`src/sv/ascii_line_to_integer_unit_macros.svh`:
```
// Assertion macros for the ASCII line to integer unit.
`ifndef ASCII_LINE_TO_INTEGER_UNIT_MACROS_SVH
`define ASCII_LINE_TO_INTEGER_UNIT_MACROS_SVH

`ifndef SYNTH

// Same-cycle implication, checked out of reset.
`define ALTOI_ASSERT_NOW(lbl, ante, cons) \
    lbl: assert property (@(posedge aclk) disable iff (!aresetn) (ante) |-> (cons)) \
        else $error("assertion failed");

// Next-cycle implication, checked out of reset.
`define ALTOI_ASSERT_NEXT(lbl, ante, cons) \
    lbl: assert property (@(posedge aclk) disable iff (!aresetn) (ante) |=> (cons)) \
        else $error("assertion failed");

`else

`define ALTOI_ASSERT_NOW(lbl, ante, cons)
`define ALTOI_ASSERT_NEXT(lbl, ante, cons)

`endif

`endif

```
`src/sv/altoi_pkg.sv`:
```
// Types and constants shared by the ASCII line to integer unit.
package altoi_pkg;

    localparam int LINE_CHARS = 16;
    localparam int CNT_W      = 5;
    localparam int VALUE_W    = 32;

    typedef logic [7:0]         char_t;
    typedef logic [CNT_W-1:0]   count_t;
    typedef logic [VALUE_W-1:0] acc_t;

    localparam char_t CH_SPACE = 8'h20;
    localparam char_t CH_UNDER = 8'h5f;
    localparam char_t CH_MINUS = 8'h2d;
    localparam char_t CH_0     = 8'h30;
    localparam char_t CH_9     = 8'h39;
    localparam char_t CH_UA    = 8'h41;
    localparam char_t CH_UF    = 8'h46;
    localparam char_t CH_LA    = 8'h61;
    localparam char_t CH_LF_HX = 8'h66;
    localparam char_t CH_NL    = 8'h0a;
    localparam char_t CH_CR    = 8'h0d;
    localparam char_t CH_GT    = 8'h3e;

    // Result of one parser step.
    typedef struct packed {
        logic                      emit;
        logic                      line_full;
        logic signed [VALUE_W-1:0] value;
    } result_t;

endpackage

```
`src/sv/ascii_line_to_integer_unit.sv`:
```
// Character-stream number parser: one ASCII byte per beat in, one signed
// 32-bit value per line out. A beat is taken every cycle as long as the
// result register is free or the character ends no line; a result can be
// taken once the beat that ends its line has passed the input register and
// the parser update into the result register. The rate is set by the single
// accumulator update, one character per cycle while no result is held up.
`include "ascii_line_to_integer_unit_macros.svh"

module ascii_line_to_integer_unit (
    input  logic        aclk,
    input  logic        aresetn,
    input  logic        cfg_wr_en,
    input  logic        cfg_wr_data,   // hex_mode
    input  logic        s_axis_tvalid,
    output logic        s_axis_tready,
    input  logic [7:0]  s_axis_tdata,  // [7:0] char_code
    output logic        m_axis_tvalid,
    input  logic        m_axis_tready,
    output logic [31:0] m_axis_tdata,  // [31:0] value
    output logic        m_axis_tuser   // [0] line_full
);
    import altoi_pkg::*;

    logic    hex_mode_reg;
    logic    in_valid;
    char_t   in_char;
    logic    step;
    logic    out_free;
    result_t res;

    logic                      m_valid_reg;
    logic signed [VALUE_W-1:0] m_value_reg;
    logic                      m_full_reg;

    always_ff @(posedge aclk) begin
        if (!aresetn) begin
            hex_mode_reg <= 1'b1;
        end else if (cfg_wr_en) begin
            hex_mode_reg <= cfg_wr_data;
        end
    end

    altoi_in_stage u_in (
        .aclk      (aclk),
        .aresetn   (aresetn),
        .s_tvalid  (s_axis_tvalid),
        .s_tready  (s_axis_tready),
        .s_char    (s_axis_tdata),
        .take      (step),
        .valid     (in_valid),
        .char_code (in_char)
    );

    altoi_parser u_parser (
        .aclk      (aclk),
        .aresetn   (aresetn),
        .step      (step),
        .hex_mode  (hex_mode_reg),
        .char_code (in_char),
        .res       (res)
    );

    // advance only when a produced result has somewhere to go
    assign out_free = !m_valid_reg || m_axis_tready;
    assign step     = in_valid && (!res.emit || out_free);

    always_ff @(posedge aclk) begin
        if (!aresetn) begin
            m_valid_reg <= 1'b0;
        end else if (out_free) begin
            m_valid_reg <= step && res.emit;
        end
    end

    always_ff @(posedge aclk) begin
        if (out_free && step && res.emit) begin
            m_value_reg <= res.value;
            m_full_reg  <= res.line_full;
        end
    end

    assign m_axis_tvalid = m_valid_reg;
    assign m_axis_tdata  = m_value_reg;
    assign m_axis_tuser  = m_full_reg;

    `ALTOI_ASSERT_NOW(a_stall_only_when_full, !s_axis_tready, in_valid)
    `ALTOI_ASSERT_NOW(a_no_result_overwrite, step && res.emit, out_free)
    `ALTOI_ASSERT_NEXT(a_pending_result_kept, m_valid_reg && !m_axis_tready, m_valid_reg)

endmodule

```
`src/sv/altoi_in_stage.sv`:
```
// Input register for incoming character beats.
module altoi_in_stage (
    input  logic             aclk,
    input  logic             aresetn,
    input  logic             s_tvalid,
    output logic             s_tready,
    input  altoi_pkg::char_t s_char,
    input  logic             take,
    output logic             valid,
    output altoi_pkg::char_t char_code
);
    import altoi_pkg::*;

    logic  valid_reg;
    char_t char_reg;

    assign s_tready  = !valid_reg || take;
    assign valid     = valid_reg;
    assign char_code = char_reg;

    always_ff @(posedge aclk) begin
        if (!aresetn) begin
            valid_reg <= 1'b0;
        end else if (s_tready) begin
            valid_reg <= s_tvalid;
        end
    end

    always_ff @(posedge aclk) begin
        if (s_tready && s_tvalid) begin
            char_reg <= s_char;
        end
    end

endmodule

```
`src/sv/altoi_parser.sv`:
```
// Line parser state and its one-character update.
module altoi_parser (
    input  logic               aclk,
    input  logic               aresetn,
    input  logic               step,
    input  logic               hex_mode,
    input  altoi_pkg::char_t   char_code,
    output altoi_pkg::result_t res
);
    import altoi_pkg::*;

    acc_t   acc_reg,   acc_next;
    logic   neg_reg,   neg_next;
    logic   blank_reg, blank_next;
    logic   stop_reg,  stop_next;
    count_t cnt_reg,   cnt_next;

    acc_t       acc_take;
    logic       neg_take, blank_take, stop_take;
    logic [3:0] digit;
    logic       is_digit;
    count_t     cnt_inc;

    always_comb begin
        acc_take   = acc_reg;
        neg_take   = neg_reg;
        blank_take = blank_reg;
        stop_take  = stop_reg;
        digit      = 4'd0;
        is_digit   = 1'b0;

        if (char_code inside {[CH_0:CH_9]}) begin
            digit    = 4'(char_code - CH_0);
            is_digit = 1'b1;
        end else if (hex_mode && (char_code inside {[CH_UA:CH_UF]})) begin
            digit    = 4'(char_code - CH_UA + 8'd10);
            is_digit = 1'b1;
        end else if (hex_mode && (char_code inside {[CH_LA:CH_LF_HX]})) begin
            digit    = 4'(char_code - CH_LA + 8'd10);
            is_digit = 1'b1;
        end

        if (!stop_reg) begin
            if (char_code inside {CH_SPACE, CH_UNDER}) begin
                if (!blank_reg) begin
                    stop_take = 1'b1;
                end
            end else if (char_code == CH_MINUS) begin
                if (!blank_reg) begin
                    stop_take = 1'b1;
                end else begin
                    neg_take   = 1'b1;
                    blank_take = 1'b0;
                end
            end else if (is_digit) begin
                // x16 is a shift; x10 is x8 + x2
                if (hex_mode) begin
                    acc_take = (acc_reg << 4) + acc_t'(digit);
                end else begin
                    acc_take = (acc_reg << 3) + (acc_reg << 1) + acc_t'(digit);
                end
            end else begin
                stop_take = 1'b1;
            end
        end
    end

    always_comb begin
        cnt_inc        = cnt_reg + count_t'(1);
        acc_next       = acc_take;
        neg_next       = neg_take;
        blank_next     = blank_take;
        stop_next      = stop_take;
        cnt_next       = cnt_inc;
        res.emit       = 1'b0;
        res.line_full  = 1'b0;
        res.value      = neg_take ? -acc_take : acc_take;

        if (char_code inside {CH_GT, CH_NL, CH_CR}) begin
            // terminator is not counted and ends the line as it stands
            res.emit  = 1'b1;
            res.value = neg_reg ? -acc_reg : acc_reg;
        end else if (cnt_inc >= count_t'(LINE_CHARS)) begin
            res.emit      = 1'b1;
            res.line_full = 1'b1;
        end

        if (res.emit) begin
            acc_next   = '0;
            neg_next   = 1'b0;
            blank_next = 1'b1;
            stop_next  = 1'b0;
            cnt_next   = '0;
        end
    end

    always_ff @(posedge aclk) begin
        if (!aresetn) begin
            acc_reg   <= '0;
            neg_reg   <= 1'b0;
            blank_reg <= 1'b1;
            stop_reg  <= 1'b0;
            cnt_reg   <= '0;
        end else if (step) begin
            acc_reg   <= acc_next;
            neg_reg   <= neg_next;
            blank_reg <= blank_next;
            stop_reg  <= stop_next;
            cnt_reg   <= cnt_next;
        end
    end

endmodule
```
`config.mk`:
```
export PLATFORM = sky130hd
export DESIGN_NAME = ascii_line_to_integer_unit
export DESIGN_NICKNAME = d
export VERILOG_FILES = /design/src/sv/altoi_pkg.sv /design/src/sv/ascii_line_to_integer_unit.sv /design/src/sv/altoi_in_stage.sv /design/src/sv/altoi_parser.sv
export VERILOG_INCLUDE_DIRS = /design/src /design/src/sv
export SDC_FILE = /design/constraint.sdc
export NUM_CORES = 1
export LEC_CHECK = 0
export BUFFER_PORTS_ARGS = -buffer_cell sky130_fd_sc_hd__buf_2
export CAP_MARGIN = 15
export CORE_ASPECT_RATIO = 0.75
export CORE_MARGIN = 4
export CORE_UTILIZATION = 55
export CTS_CLUSTER_SIZE = 12
export DETAILED_ROUTE_END_ITERATION = 16
export PLACE_DENSITY = 0.76
export SLEW_MARGIN = 25
export SYNTH_ARGS = -nofsm -noshare
export SYNTH_HDL_FRONTEND = slang
export SYNTH_HIERARCHICAL = 1
export SYNTH_SLANG_ARGS = --single-unit
```
`constraint.sdc`:
```
create_clock -name aclk -period 7 [get_ports aclk]
set_input_delay 0.7 -clock aclk [delete_from_list [all_inputs] [get_ports aclk]]
set_output_delay 0.7 -clock aclk [all_outputs]
set_load 0.01 [all_outputs]
```
======== Word-level counts from Yosys, hierarchy flattened ========
Index checks and enable logic that the tools add are counted.
word-level totals
  flip-flop bits (word level) ............. 84
  bits in latches ......................... 0
  RAM bits ................................ 0
  ROM bits ................................ 0
  input bits .............................. 14
  word-level logic and storage cells ...... 90
  memories ................................ 0
cells by class
  $add $sub $neg .......................... 11
  multiply operators ...................... 0
  div/mod/pow operators ................... 0
  $lt $le $gt $ge ......................... 7
  equality and inequality tests ........... 8
  shift-type cells ........................ 0
  multiplexer cells ....................... 33
  bitwise operators ....................... 0
  reductions and logical operators ........ 20
operators with widths
  kind                                                                                  count
  32-bit 2-to-1 mux                                                                     9
  32-bit by 4-bit adder with 32-bit output                                              2
  32-bit negator                                                                        2
  32-bit adder                                                                          1
  8-bit by 6-bit equality test with 1-bit output (second input constant)                3
  1-bit 2-to-1 mux                                                                      19
  8-bit by 4-bit equality test with 1-bit output (second input constant)                2
  8-bit by 7-bit greater-or-equal comparator with 1-bit output (second input constant)  2
  8-bit by 7-bit less-or-equal comparator with 1-bit output (second input constant)     2
  4-bit 2-to-1 mux                                                                      3
  4-bit by 1-bit subtractor with 4-bit output (second input constant)                   3
  1-bit logical AND                                                                     10
  4-bit adder (second input constant)                                                   2
  8-bit by 7-bit equality test with 1-bit output (second input constant)                1
  8-bit by 6-bit greater-or-equal comparator with 1-bit output (second input constant)  1
  8-bit by 6-bit less-or-equal comparator with 1-bit output (second input constant)     1
  5-bit by 1-bit adder with 5-bit output (second input constant)                        1
  5-bit greater-or-equal comparator (second input constant)                             1
  5-bit 2-to-1 mux                                                                      1
  2-bit inequality test (second input constant)                                         2
  4-bit AND reduction                                                                   1
  2-bit nonzero test                                                                    2
  1-bit logical NOT                                                                     3
  1-bit logical OR                                                                      3
  2 further kinds                                                                       2

======== Longest topological paths before layout ========
  depth in word-level cells ............... 15
  depth in mapped cells ................... 20
  depth with buffers taken out ............ 19

======== Modules after synthesis ========
The synthesis kept the hierarchy.
modules (own cells, without submodules)
  module                      instances  cells each  area an instance (um^2)  seq. area each (um^2)
  altoi_parser                1          818         5985.7                   800.8
  ascii_line_to_integer_unit  1          43          1079.8                   1031.0
  altoi_in_stage              1          13          297.8                    260.2

======== Worst setup path before layout ========
OpenSTA, ideal clock, no wires.
  path kind ............................... reg-to-reg
  start ................................... reg u_in.char_reg[0] (netlist: u_in/char_code[0])
  end ..................................... reg m_value_reg[31] (netlist: m_axis_tdata[31]) (data pin)
  library setup time ...................... 0.264 ns
  data arrival time ....................... 4.875 ns
  data required time ...................... 6.736 ns
  slack ................................... 1.862 ns
  stages on the path, launching flop included .. 19
  path buffers ............................ 0
  cells stage by stage .................... edfxtp_1 -> inv_1 -> ha_1 -> or3b_2 -> nand4_2 -> o21ai_0 -> ha_1 -> ha_1 -> fa_1 -> a21o_1 -> a221o_1 -> a41o_1 -> o32ai_1 -> mux2_2 -> nor2_1 -> nand4b_1 -> nor4b_4 -> a41oi_1 -> xnor2_1
RTL lines
  what                    RTL line                          RTL
  from (decl)             altoi_in_stage.sv:15              char_t char_reg;
  from (signal assigned)  altoi_in_stage.sv:31              char_reg <= s_char;
  to (signal assigned)    ascii_line_to_integer_unit.sv:77  m_value_reg <= res.value;
  to (decl)               ascii_line_to_integer_unit.sv:32  logic signed [VALUE_W-1:0] m_value_reg;

==> impl_results.md <==
* Outcome: finished clean
* Met2 usage at about a third
* Worst path slowest cell: or3b_2
* Final Skew at roughly 0.0063 ns
* Detail Route Antenna Nets at 0
* Simple-gate share of the synthesized area at between 20% and 30%
* Post-synthesis sequential area ratio at 28.4%
* DRT Wirelength at 20200 um
* Hold WS at 0.450 ns
* CTS clk-pin slew, worst paths at 0.06 ns
* IO Port Bufs at 48
* Worst hold path class: flip-flop to flip-flop
* Synth area leader: edfxtp_1
* Resized cells post-CTS at 0
* First-pass GRT wire length at 32600 um
* Critical Path Start Type: flip-flop
* Final core occ at between 60% and 70%
* Critical Path RT at 7.06 ns
* Mux cell area share after synthesis at 2.82%
* Post-CTS Setup Repair Bufs at 0
* Synth Instances at 874
* Setup CP Type: flip-flop to flip-flop
* Antenna violations before repair at 0
* Static Leak at between 3 and 4 nW
* Pin count of the biggest net entering global routing at 52
* Total number of vias at 6951
* Crit Path Max Fanout at 9
* Pin slew with the least headroom to its limit at between 0.8 and 0.9 ns
* Diode count at 0
* Max-slew headroom at 44.0%
* Via density at between 6 and 7
* Largest family of logic cells by synthesized area: simple AND/OR/NAND/NOR gates
* TritonCTS Buffers at 9
* Largest cells by area after synthesis: edfxtp_1, dfxtp_1, ha_1
* CP delay by family, top: compound AO/OA/AOI/OAI gates
* Worst path most repeated cell: ha_1
* DRC errors left at 0
* DR WL/cell at around 19 um
* RSZ-0062 raised after global routing: false
* Fin. Hold Viols at 0
* Die Wd at 142 um
* RePlAce Congestion at slightly above 0.9
* Worst Setup Slack, final at 1.04 ns
* Layout cell share with drive strength beyond 1 at a little under an eighth
* Post-Syn Nets at around 960
* Area Overhead vs Synth at 8.58%
* # rows at 36
* Synth Area in Compound Gates at between 20% and 30%
* Setup WS pre-CTS at 1.23 ns
* Worst Setup End Kind: flip-flop
* Share of synthesized flip-flops with an asynchronous set or reset at 0%
* TNS Setup at 0 ns
* Post-synth top area share at 16.7%
* Synth Area in Adders at 11.8%
* Power per standard cell area at around 140 nW/um^2
* Total track usage at 26.5%
* Most frequent cell after synthesis: nand2_1
* CTS tree: built
* Clock Latency Late Sink at 0.33 ns
* CTS Hold Bufs at 0
* Clock sink count at 84
* Arr. time, crit path at 6.02 ns
* Gr ovfl total at 0
* Pins over their slew limit at 0
* Synth Flop Type: dfxtp_1
* Drt initial violations at 821
* Avg Inst Size Synth at 8.42 um^2
* Post-synth EDFFs at 41
* R2R Setup Slk at roughly 1.0 ns
* Core area at 13100 um^2
* Vias in the first global route at 5967
* Number of max-cap violations at 0
* Worst VDD drop at approximately 0.00013 V
* Fillers at about 1200
* M1 GR Usage at a little over two fifths
* Min Tclk post-route at roughly 6.0 ns
* Io pins at between 40 and 50
* Max Freq at 0.168 GHz
* Critical-path cell list: inv_1 > ha_1 > or3b_2 > nand4_2 > o21ai_0 > ha_1 > ha_1 > fa_1 > a21o_1 > a221o_1 > a22o_1 > o2111a_1 > a211oi_2 > o211ai_1 > nand4b_1 > nor4b_4 > a41oi_1 > xnor2_1
* Final period util at ~85%
* Clk root buf: clkbuf_16
* Post-synthesis cell area at between 7000 and 8000 um^2
* #FFs+latches synth at 84
* Final setup violation count at 0
* CP Buf/Inv Count at 1
* Initial Utilization at 56.4%
* Number of distinct library cells after synthesis at 89
* Maximum root-to-sink buffer count at 2
* Depth of the CTS H-tree at 3
* Die height at 108 um
* Post-DP HPWL at 14700 um
* Nets at 980
* Post-Synth XOR/XNOR Area at 6.07%
* Pre-Repair DR Iteration Count at 5
* Busiest grt layer: met1
* Grt met3 use at 5.48%
* YS warnings at 6
* Synth cell count leaders: nand2_1, ha_1, o21ai_0
* Crit-path max cell delay at 0.46 ns
* Die Area at 15300 um^2
metrics by stage:
stage / area, um^2 / instances / power, mW
floorplan: 7360 / 874 / 0.652
CTS: 7970 / 1073 / 1.15
finish: 8000 / 1074 / 1.15
global route: 8000 / 1074 / 1.19
global placement: 7680 / 1057 / 0.688
detailed placement: 7680 / 1057 / 0.688
cells by family (layout without fill, tap and decap cells):
family          after synthesis  in the layout
fa+ha+maj                    68             68
buf+inv                      73            102
simple gates                331            331
compound gates              248            248
mux                          19             19
flops                        84             84
xor+xnor                     51             51
power breakdown:
group | leakage [nW] | switching, mW | total, mW | internal (mW)
sequential | 0.730 | 0.00971 | 0.531 | 0.522
clock | 0.139 | 0.182 | 0.467 | 0.284
combinational | 2.53 | 0.0971 | 0.151 | 0.0541
total | 3.40 | 0.289 | 1.15 | 0.860
tightest hold or removal path: stages (launching register included):
cell and delay (ns):
dfxtp_1 0.32, nand2_1 0.04, o21ai_0 0.06
layer usage:
layer  vias to the layer above  wire length, um  part of all wire [%]
met3                        14             2040                    10
met2                       342             7860                    39
met5                         -                0                     0
met1                      3290            10100                    50
met4                         0              202                   1.0
li1                       3305                -                     -
placed cells by master (no fill, tap or decap), types with 13 or more instances in the layout:
master	netlist	routed
o21ai_0	64	64
nor2_1	63	62
buf_2	2	48
edfxtp_1	41	41
xor2_1	13	13
and3_1	21	21
dfxtp_1	43	43
xnor2_1	38	38
nand3_1	23	23
nand2_1	98	98
nand4_1	15	15
a21oi_1	47	47
ha_1	66	66
a31oi_1	16	16
nor3_1	25	25
inv_1	29	29
mux2i_1	16	16
nor2b_1	14	14
worst paths after layout:
path                                startpoint                                 to  cells past startpoint
max                u_in/char_code[1]$_DFFE_PP_         m_axis_tdata[31]$_DFFE_PP_                     18
min          u_parser/acc_reg[31]$_SDFFE_PN0P_  u_parser/acc_reg[31]$_SDFFE_PN0P_                      2
max reg2reg        u_in/char_code[1]$_DFFE_PP_         m_axis_tdata[31]$_DFFE_PP_                     18
min reg2reg  u_parser/acc_reg[31]$_SDFFE_PN0P_  u_parser/acc_reg[31]$_SDFFE_PN0P_                      2
final cells by class:
class	instances	area, um^2	share of cell area, %
multi-input combinational	717	4960	62.1
sequential	84	2090	26.2
timing repair buffer	57	328	4.10
clock buffer	13	250	3.13
tap	171	214	2.68
inverter	29	109	1.36
clock inverter	3	37.5	0.469
No activity file was read; power rests on OpenSTA's default activity.
